--- src/design/assert_macros.svh ---
// Assertion macros for the RTL.
`ifndef ASSERT_MACROS_SVH
`define ASSERT_MACROS_SVH

// Same-cycle implication, disabled while reset is asserted.
`define ASSERT_SAME(label, clk, rst_n, ante, cons, msg) \
    label: assert property (@(posedge clk) disable iff (!(rst_n)) (ante) |-> (cons)) \
        else $error(msg);

// Next-cycle implication, disabled while reset is asserted.
`define ASSERT_NEXT(label, clk, rst_n, ante, cons, msg) \
    label: assert property (@(posedge clk) disable iff (!(rst_n)) (ante) |=> (cons)) \
        else $error(msg);

`endif

--- src/design/bba_pkg.sv ---
// ----------------------------------------------------------------------------
// bba_pkg
// Types, constants and helpers for the buddy block allocator.
// ----------------------------------------------------------------------------
package bba_pkg;

    localparam int LEVELS       = 3;
    localparam int UNIT_BYTES   = 32;
    localparam int HEADER_BYTES = 2;

    localparam int NUM_UNITS = 2 ** LEVELS;
    localparam int NUM_NODES = 2 ** (LEVELS + 1) - 1;
    localparam int UNIT_W    = LEVELS;
    localparam int LVL_W     = $clog2(LEVELS + 1);
    localparam int NODE_W    = LEVELS + 1;

    // Port field widths
    localparam int REQ_W     = 16;
    localparam int FUNIT_W   = 3;
    localparam int STATUS_W  = 2;
    localparam int OUNIT_W   = 3;
    localparam int OLEVEL_W  = 2;

    typedef logic [LVL_W-1:0]    t_lvl;
    typedef logic [UNIT_W-1:0]   t_idx;
    typedef logic [NODE_W-1:0]   t_node;
    typedef logic [STATUS_W-1:0] t_status;

    localparam t_status ST_OK      = 2'd0;
    localparam t_status ST_NOSPACE = 2'd1;
    localparam t_status ST_BADFREE = 2'd2;

    localparam logic OP_ALLOC = 1'b0;
    localparam logic OP_FREE  = 1'b1;

    // Tree update commands
    typedef logic [1:0] t_tree_op;
    localparam t_tree_op TREE_NOP   = 2'd0;
    localparam t_tree_op TREE_TAKE  = 2'd1;  // clear node
    localparam t_tree_op TREE_GIVE  = 2'd2;  // set node
    localparam t_tree_op TREE_MERGE = 2'd3;  // clear node and buddy, set parent

    typedef struct packed {
        t_tree_op op;
        t_lvl     lvl;
        t_idx     idx;
    } t_tree_cmd;

    typedef struct packed {
        logic fits;
        t_lvl lvl;
    } t_fit;

    // Flat node index of block idx at level lvl.
    function automatic t_node node_of(input t_lvl lvl, input t_idx idx);
        return (t_node'(1) << lvl) - t_node'(1) + t_node'(idx);
    endfunction

    // Deepest level whose block holds req plus the header.
    function automatic t_fit size_level(input logic [REQ_W-1:0] req);
        t_fit        f;
        logic [31:0] need;
        f    = '0;
        need = 32'(req) + 32'(HEADER_BYTES);
        for (int lv = 0; lv <= LEVELS; lv++) begin
            if (need <= (32'(UNIT_BYTES) << (LEVELS - lv))) begin
                f.fits = 1'b1;
                f.lvl  = t_lvl'(lv);
            end
        end
        return f;
    endfunction

endpackage

--- src/design/bba_if.sv ---
// ----------------------------------------------------------------------------
// bba_if
// Request and response channels of the buddy block allocator.
// ----------------------------------------------------------------------------
interface bba_in_if;
    logic                         valid;
    logic                         ready;
    logic                         op;
    logic [bba_pkg::REQ_W-1:0]    req_bytes;
    logic [bba_pkg::FUNIT_W-1:0]  free_unit;

    modport source (output valid, output op, output req_bytes, output free_unit,
                    input ready);
    modport sink   (input valid, input op, input req_bytes, input free_unit,
                    output ready);
endinterface

interface bba_out_if;
    logic                          valid;
    logic                          ready;
    logic [bba_pkg::STATUS_W-1:0]  status;
    logic [bba_pkg::OUNIT_W-1:0]   block_unit;
    logic [bba_pkg::OLEVEL_W-1:0]  block_level;

    modport source (output valid, output status, output block_unit,
                    output block_level, input ready);
    modport sink   (input valid, input status, input block_unit,
                    input block_level, output ready);
endinterface

--- src/design/bba_tree.sv ---
// ----------------------------------------------------------------------------
// bba_tree
// Free-bit tree: one query level per cycle, one update command per cycle.
// ----------------------------------------------------------------------------
module bba_tree (
    input  logic               i_clk,
    input  logic               i_rst_n,
    input  bba_pkg::t_tree_cmd i_cmd,
    input  bba_pkg::t_lvl      i_q_lvl,
    input  bba_pkg::t_idx      i_q_idx,
    output logic               o_found,
    output bba_pkg::t_idx      o_low_idx,
    output logic               o_buddy_free
);
    import bba_pkg::*;

    logic [NUM_NODES-1:0] r_free;
    logic [NUM_NODES-1:0] n_free;

    // Lowest free block at the query level
    always_comb begin
        o_found   = 1'b0;
        o_low_idx = '0;
        for (int i = NUM_UNITS - 1; i >= 0; i--) begin
            if ((i < (1 << i_q_lvl)) && r_free[node_of(i_q_lvl, t_idx'(i))]) begin
                o_found   = 1'b1;
                o_low_idx = t_idx'(i);
            end
        end
    end

    assign o_buddy_free = r_free[node_of(i_q_lvl, i_q_idx ^ t_idx'(1))];

    always_comb begin
        n_free = r_free;
        case (i_cmd.op)
            TREE_TAKE: n_free[node_of(i_cmd.lvl, i_cmd.idx)] = 1'b0;
            TREE_GIVE: n_free[node_of(i_cmd.lvl, i_cmd.idx)] = 1'b1;
            TREE_MERGE: begin
                n_free[node_of(i_cmd.lvl, i_cmd.idx)]               = 1'b0;
                n_free[node_of(i_cmd.lvl, i_cmd.idx ^ t_idx'(1))]   = 1'b0;
                n_free[node_of(t_lvl'(i_cmd.lvl - 1'b1), i_cmd.idx >> 1)] = 1'b1;
            end
            default: n_free = r_free;
        endcase
    end

    // only the root node is free after reset
    always_ff @(posedge i_clk) begin
        if (!i_rst_n) begin
            r_free <= NUM_NODES'(1);
        end else begin
            r_free <= n_free;
        end
    end

endmodule

--- src/design/buddy_block_allocator.sv ---
// Sequence: an oversize request or a bad free is answered from the start state;
//   an allocate searches up from the wanted level and, if it finds a larger
//   block, splits down to it; a free releases the block, then merges upward.
// Throughput: one word at a time; a new word is taken only when idle, and the
//   last step waits while the output register is full and not draining.
// Reset (synchronous, active low): whole region free, no marks, output empty.
// ----------------------------------------------------------------------------
// buddy_block_allocator
// Buddy allocator over 2^LEVELS units: allocate by byte size, free by unit.
// ----------------------------------------------------------------------------
module buddy_block_allocator (
    input  logic    i_clk,
    input  logic    i_rst_n,
    bba_in_if.sink  i_in,
    bba_out_if.source o_out
);
    import bba_pkg::*;

    `include "assert_macros.svh"

    // Sequencer states
    localparam logic [2:0] S_IDLE   = 3'd0;  // wait for a request word
    localparam logic [2:0] S_START  = 3'd1;  // size decode / free check
    localparam logic [2:0] S_SEARCH = 3'd2;  // walk up from the wanted level
    localparam logic [2:0] S_SPLIT  = 3'd3;  // split down, right halves freed
    localparam logic [2:0] S_MERGE  = 3'd4;  // merge with free buddy upward

    logic [2:0]       r_state, n_state;
    logic             r_op;
    logic [REQ_W-1:0] r_req;
    logic [FUNIT_W-1:0] r_unit;
    t_lvl             r_want, n_want;
    t_lvl             r_lvl, n_lvl;
    t_idx             r_idx, n_idx;

    // Allocation marks: valid bits reset, levels held without reset
    logic [NUM_UNITS-1:0] r_mark_v;
    t_lvl                 r_mark_lvl [NUM_UNITS];
    logic                 mark_set, mark_clr;
    t_idx                 mark_addr;

    // Output register
    logic    r_out_valid, n_out_valid;
    t_status r_out_status, n_out_status;
    t_idx    r_out_unit, n_out_unit;
    t_lvl    r_out_level, n_out_level;
    logic    out_free;

    // Shared tree unit
    t_tree_cmd tree_cmd;
    logic      tree_found;
    t_idx      tree_low_idx;
    logic      tree_buddy_free;

    t_fit  fit;
    t_idx  f_addr;
    logic  f_in_range;
    t_lvl  f_lvl;
    t_lvl  sp_lvl;
    t_idx  sp_idx;

    bba_tree u_tree (
        .i_clk        (i_clk),
        .i_rst_n      (i_rst_n),
        .i_cmd        (tree_cmd),
        .i_q_lvl      (r_lvl),
        .i_q_idx      (r_idx),
        .o_found      (tree_found),
        .o_low_idx    (tree_low_idx),
        .o_buddy_free (tree_buddy_free)
    );

    assign i_in.ready        = (r_state == S_IDLE);
    assign o_out.valid       = r_out_valid;
    assign o_out.status      = r_out_status;
    assign o_out.block_unit  = OUNIT_W'(r_out_unit);
    assign o_out.block_level = OLEVEL_W'(r_out_level);

    // A result may be loaded when the output register is empty or draining.
    assign out_free = !r_out_valid || o_out.ready;

    assign fit        = size_level(r_req);
    assign f_addr     = t_idx'(r_unit);
    assign f_in_range = (32'(r_unit) < 32'(NUM_UNITS));
    assign f_lvl      = r_mark_lvl[f_addr];
    assign sp_lvl     = t_lvl'(r_lvl + 1'b1);
    assign sp_idx     = t_idx'(r_idx << 1);

    always_comb begin
        n_state      = r_state;
        n_want       = r_want;
        n_lvl        = r_lvl;
        n_idx        = r_idx;
        n_out_valid  = r_out_valid && !o_out.ready;
        n_out_status = r_out_status;
        n_out_unit   = r_out_unit;
        n_out_level  = r_out_level;
        tree_cmd     = '{op: TREE_NOP, lvl: '0, idx: '0};
        mark_set     = 1'b0;
        mark_clr     = 1'b0;
        mark_addr    = f_addr;

        case (r_state)
            S_IDLE: begin
                if (i_in.valid) begin
                    n_state = S_START;
                end
            end

            S_START: begin
                if (r_op == OP_ALLOC) begin
                    if (fit.fits) begin
                        n_want  = fit.lvl;
                        n_lvl   = fit.lvl;
                        n_state = S_SEARCH;
                    end else if (out_free) begin
                        n_out_valid  = 1'b1;
                        n_out_status = ST_NOSPACE;
                        n_out_unit   = '0;
                        n_out_level  = '0;
                        n_state      = S_IDLE;
                    end
                end else begin
                    if (f_in_range && r_mark_v[f_addr]) begin
                        // release the block, then try merging upward
                        mark_clr = 1'b1;
                        n_lvl    = f_lvl;
                        n_idx    = t_idx'(f_addr >> (LEVELS - 32'(f_lvl)));
                        tree_cmd = '{op: TREE_GIVE, lvl: n_lvl, idx: n_idx};
                        n_state  = S_MERGE;
                    end else if (out_free) begin
                        n_out_valid  = 1'b1;
                        n_out_status = ST_BADFREE;
                        n_out_unit   = '0;
                        n_out_level  = '0;
                        n_state      = S_IDLE;
                    end
                end
            end

            S_SEARCH: begin
                if (tree_found) begin
                    if (r_lvl == r_want) begin
                        if (out_free) begin
                            tree_cmd  = '{op: TREE_TAKE, lvl: r_lvl, idx: tree_low_idx};
                            mark_set  = 1'b1;
                            mark_addr = t_idx'(tree_low_idx << (LEVELS - 32'(r_want)));
                            n_out_valid  = 1'b1;
                            n_out_status = ST_OK;
                            n_out_unit   = mark_addr;
                            n_out_level  = r_want;
                            n_state      = S_IDLE;
                        end
                    end else begin
                        tree_cmd = '{op: TREE_TAKE, lvl: r_lvl, idx: tree_low_idx};
                        n_idx    = tree_low_idx;
                        n_state  = S_SPLIT;
                    end
                end else if (r_lvl == '0) begin
                    if (out_free) begin
                        n_out_valid  = 1'b1;
                        n_out_status = ST_NOSPACE;
                        n_out_unit   = '0;
                        n_out_level  = '0;
                        n_state      = S_IDLE;
                    end
                end else begin
                    n_lvl = t_lvl'(r_lvl - 1'b1);
                end
            end

            S_SPLIT: begin
                // keep left half, free right half
                if (sp_lvl != r_want || out_free) begin
                    tree_cmd = '{op: TREE_GIVE, lvl: sp_lvl, idx: sp_idx | t_idx'(1)};
                    n_lvl    = sp_lvl;
                    n_idx    = sp_idx;
                    if (sp_lvl == r_want) begin
                        mark_set     = 1'b1;
                        mark_addr    = t_idx'(sp_idx << (LEVELS - 32'(sp_lvl)));
                        n_out_valid  = 1'b1;
                        n_out_status = ST_OK;
                        n_out_unit   = mark_addr;
                        n_out_level  = sp_lvl;
                        n_state      = S_IDLE;
                    end
                end
            end

            S_MERGE: begin
                if (r_lvl != '0 && tree_buddy_free) begin
                    tree_cmd = '{op: TREE_MERGE, lvl: r_lvl, idx: r_idx};
                    n_lvl    = t_lvl'(r_lvl - 1'b1);
                    n_idx    = r_idx >> 1;
                end else if (out_free) begin
                    n_out_valid  = 1'b1;
                    n_out_status = ST_OK;
                    n_out_unit   = t_idx'(r_idx << (LEVELS - 32'(r_lvl)));
                    n_out_level  = r_lvl;
                    n_state      = S_IDLE;
                end
            end

            default: n_state = S_IDLE;
        endcase
    end

    always_ff @(posedge i_clk) begin
        if (!i_rst_n) begin
            r_state     <= S_IDLE;
            r_out_valid <= 1'b0;
            r_mark_v    <= '0;
        end else begin
            r_state     <= n_state;
            r_out_valid <= n_out_valid;
            if (mark_set) begin
                r_mark_v[mark_addr] <= 1'b1;
            end else if (mark_clr) begin
                r_mark_v[mark_addr] <= 1'b0;
            end
        end
    end

    always_ff @(posedge i_clk) begin
        if (i_in.valid && i_in.ready) begin
            r_op   <= i_in.op;
            r_req  <= i_in.req_bytes;
            r_unit <= i_in.free_unit;
        end
        r_want       <= n_want;
        r_lvl        <= n_lvl;
        r_idx        <= n_idx;
        r_out_status <= n_out_status;
        r_out_unit   <= n_out_unit;
        r_out_level  <= n_out_level;
        if (mark_set) begin
            r_mark_lvl[mark_addr] <= r_want;
        end
    end

    // ---- assertions ----
    `ASSERT_NEXT(a_accept_starts, i_clk, i_rst_n,
        i_in.valid && i_in.ready, r_state == S_START,
        "accepted word did not start the sequencer")
    `ASSERT_SAME(a_split_above_want, i_clk, i_rst_n,
        r_state == S_SPLIT, r_lvl < r_want,
        "split level reached past the wanted level")
    `ASSERT_SAME(a_status_legal, i_clk, i_rst_n,
        r_out_valid,
        r_out_status == ST_OK || r_out_status == ST_NOSPACE || r_out_status == ST_BADFREE,
        "illegal status code in output register")
    `ASSERT_NEXT(a_result_held, i_clk, i_rst_n,
        r_out_valid && !o_out.ready,
        r_out_valid && $stable(r_out_unit) && $stable(r_out_level),
        "pending result lost or changed")

endmodule

--- src/flat_wrapper.sv ---
// flat-port wrapper written by rule: the top's interface ports become plain ports
module buddy_block_allocator_flat import bba_pkg::*;
  (i_clk, i_rst_n, i_in_valid, i_in_op, i_in_req_bytes, i_in_free_unit, i_in_ready, o_out_valid, o_out_status, o_out_block_unit, o_out_block_level, o_out_ready);
  bba_in_if i_in_i ();
  bba_out_if o_out_i ();
  input  logic i_clk;
  input  logic i_rst_n;
  input wire logic [$bits(i_in_i.valid)-1:0] i_in_valid;
  input wire logic [$bits(i_in_i.op)-1:0] i_in_op;
  input wire logic [$bits(i_in_i.req_bytes)-1:0] i_in_req_bytes;
  input wire logic [$bits(i_in_i.free_unit)-1:0] i_in_free_unit;
  output wire logic [$bits(i_in_i.ready)-1:0] i_in_ready;
  output wire logic [$bits(o_out_i.valid)-1:0] o_out_valid;
  output wire logic [$bits(o_out_i.status)-1:0] o_out_status;
  output wire logic [$bits(o_out_i.block_unit)-1:0] o_out_block_unit;
  output wire logic [$bits(o_out_i.block_level)-1:0] o_out_block_level;
  input wire logic [$bits(o_out_i.ready)-1:0] o_out_ready;
  assign i_in_i.valid = i_in_valid;
  assign i_in_i.op = i_in_op;
  assign i_in_i.req_bytes = i_in_req_bytes;
  assign i_in_i.free_unit = i_in_free_unit;
  assign i_in_ready = i_in_i.ready;
  assign o_out_valid = o_out_i.valid;
  assign o_out_status = o_out_i.status;
  assign o_out_block_unit = o_out_i.block_unit;
  assign o_out_block_level = o_out_i.block_level;
  assign o_out_i.ready = o_out_ready;
  buddy_block_allocator u_core (.i_clk(i_clk), .i_rst_n(i_rst_n), .i_in(i_in_i), .o_out(o_out_i));
endmodule
--- config.mk ---
export PLATFORM = sky130hd
export DESIGN_NAME = buddy_block_allocator_flat
export DESIGN_NICKNAME = d
export VERILOG_FILES = /design/src/design/bba_pkg.sv /design/src/design/bba_if.sv /design/src/design/bba_tree.sv /design/src/design/buddy_block_allocator.sv /design/src/flat_wrapper.sv
export VERILOG_INCLUDE_DIRS = /design/src /design/src/design
export SDC_FILE = /design/constraint.sdc
export NUM_CORES = 1
export LEC_CHECK = 0
export BUFFER_PORTS_ARGS = -buffer_cell sky130_fd_sc_hd__buf_2
export CAP_MARGIN = 20
export CORE_MARGIN = 2
export CORE_UTILIZATION = 50
export DETAILED_ROUTE_END_ITERATION = 6
export PLACE_DENSITY = 0.78
export RECOVER_POWER = 100
export SLEW_MARGIN = 5
export SYNTH_ARGS = -nofsm -noshare
export SYNTH_HDL_FRONTEND = slang
export SYNTH_SLANG_ARGS = --single-unit
--- constraint.sdc ---
create_clock -name i_clk -period 18.24 [get_ports i_clk]
set_input_delay 5.472 -clock i_clk [delete_from_list [all_inputs] [get_ports i_clk]]
set_output_delay 5.472 -clock i_clk [all_outputs]
set_load 0.005 [all_outputs]
==> results.cfg <==
[synthesis]
synth_area_um2 = 6760
synth_edf_count = 50
yosys_warnings = 0
synth_area_per_cell_um2 = 9.16
synth_cell_type_count = 87
synth_cells = 738
synthArstFlopShare = 0
syn-num-nets = 792
yosysSeqAreaShare = 0.311
synthFlopType = edfxtp_1
ys_ff_latch = 80

[drt]
firstDrtPassIters = 6
vias = 6306
drc = 0
wl_mm = 19.2
wl_met2_mm = 8.91
highest_layer = met4
wire_per_inst_um = 20.9
ant_nets = 0
wl_met1_mm = 7.93
met3_length_mm = 1.87
viasPerCell = 6.88
drt_iter0_markers = 895

[floorplanning]
rows = 42
die_height_um = 120
die_w_um = 120
ioPinCount = 33
initial_utilization = 0.510
core-area_um2 = 13200
die_area_um2 = 14500

[sta]
layout_worst_path_cycle_share = 0.559
worstMarginPinSlew_ns = 1.42
tns_ns = 0
rsz0062_at_grt = false
finalSetupViolCount = 0
maxSlewHeadroom = 0.0543
fmax_mhz = 98.1
hold_viol = 0
whs_ns = 0.476
drv_slew = 0
final.setup_skew_ns = 0.0108
fin_crit_ns = 10.19

[grt]
grt_overflow = 0
antenna_found_initial = 0
grt_start_max_net_pins = 29
grt_usage = 0.266
grt_first_pass_wirelength_mm = 30.5
grt_pass1_vias = 5919

[clocking]
clk_pin_slew_ns = 0.06
cts_setup_buffers = 0
cts_tree = built
cts_resized = 0
cts_buffer_depth = 2
clock-sinks = 80
ctsHoldBuffers = 0
cts_root_buffer = clkbuf_16
numCtsBuffers = 9
htree_levels = 3
clk_latency_ns = 0.35

[cells_and_area]
areaGrowthSynthToFinish_pct = 6.67
utilization = 0.544
drive_above_1_share = 0.131
num-nets-final = 791
num_antenna_cells = 0
fill_cells = 1199

[outcome]
status = finished clean

[critical_path]
path_max_fanout = 13
worstPathRequired_ns = 18.46
critical_path_class = input port to register
worstPathArrival_ns = 10.41
critPathLaunchType = input port
setup.worst_path.end_class = register

[job]
maxCapViolations = 0

[placement]
gp_congestion = 1.03
hpwl_mm = 13.8
io_buffers = 32

[power_and_ir_drop]
p_leak_nw = 2.59
power.density_nw_per_um2 = 63.2
irDropWorstVdd_uv = 46.9

[worst_hold_path]
hold_class = register to register
[worst paths after layout]
path / startpoint / endpoint / slack (ns) / cells past startpoint
worst min register to register: register / register / 0.48 / 2
worst min-delay path: register / register / 0.48 / 2
worst max register to register: u_core.r_lvl[0] / u_core.u_tree.r_free[10] / 10.26 / 22
worst max-delay path: o_out_ready / u_core.u_tree.r_free[10] / 8.05 / 18
[power breakdown]
group | total (mW) | switching, mW | leakage, nW | internal [mW]
combinational | 0.0710 | 0.0425 | 1.76 | 0.0286
clock | 0.175 | 0.0757 | 0.136 | 0.0992
sequential | 0.210 | 0.00989 | 0.699 | 0.200
[cell usage after synthesis, drive strengths merged (8+ instances only)]
library cell   n  area (um^2)
a21o           9         67.6
ha            27          338
nand2         64          240
o31ai         13          116
nand3         30          155
edfxtp        50         1500
mux2          11          124
and3          12         75.1
buf           16         83.8
o211ai         8         60.1
o21ai         47          235
clkbuf        32          121
nand2b        10         62.6
a32oi         10         87.6
nor2          60          228
mux2i         24          240
dfxtp         30          601
a211oi        13          103
a21oi         22          110
inv           33          124
nor2b         10         62.6
a31oi         14          103
nor3          27          150
mux4          22          495
a22oi         13         97.6
[cells in the final DEF (no fill, tap or decap), drive strengths merged, types with 24 or more instances in the layout]
master  instances
o21ai          47
nor3           27
ha             27
buf            29
nand2          64
nand3          30
nor2           60
mux2i          24
dfxtp          30
edfxtp         50
inv            34
[per-layer routing]
| layer | track usage | vias to the layer above |
|---|---|---|
| met1 | 0.364 | 3009 |
| met2 | 0.415 | 377 |
| met3 | 0.0618 | 55 |
| met4 | 0.0952 | 0 |
| li1 | - | 2865 |
| met5 | 0 | - |
[worst max-delay path, cell delays in order]
cell      delay, ns
buf_2          0.10
nor2b_1        0.70
and3_1         0.36
nor3_1         0.07
a221o_1        0.30
a31oi_1        0.49
inv_1          0.24
ha_1           0.30
xnor2_1        0.25
inv_1          0.13
fa_1           0.41
xor2_1         0.33
nand2b_1       0.18
or2_2          0.35
o211a_1        0.13
a311o_1        0.31
a32oi_1        0.18
o31ai_1        0.09
[area by class of cell]
class | count | area, um^2 | share of cell area
inverters | 33 | 124 | 0.0172
repair buffers | 36 | 181 | 0.0252
clock inverters | 4 | 28.8 | 0.00399
flip-flops and latches | 80 | 2100 | 0.292
well taps | 176 | 220 | 0.0306
multi-input cells | 577 | 4300 | 0.596
clock buffers | 11 | 253 | 0.0351
[metrics by stage]
| stage | std cells | worst slack (ns) | cell area, um^2 | power [mW] |
|---|---|---|---|---|
| final | 917 | 8.05 | 7210 | 0.455 |
| after global routing | 917 | 7.72 | 7210 | 0.469 |
| after floorplan | 738 | 9.17 | 6760 | 0.264 |
| after CTS | 916 | 8.49 | 7240 | 0.456 |
| after global placement | 901 | 8.32 | 6960 | 0.280 |
| after detailed placement | 901 | 8.12 | 6960 | 0.283 |
[cell families (layout without fill, tap and decap cells)]
logic type | after synthesis | count (layout) | share of synthesized area
buf+inv | 81 | 84 | 0.0487
mux | 57 | 57 | 0.127
compound gates | 222 | 222 | 0.250
flops | 80 | 80 | 0.311
xor+xnor | 13 | 13 | 0.0168
simple gates | 255 | 255 | 0.187
fa+ha+maj | 30 | 30 | 0.0589
(Power assumes the default switching activity.)
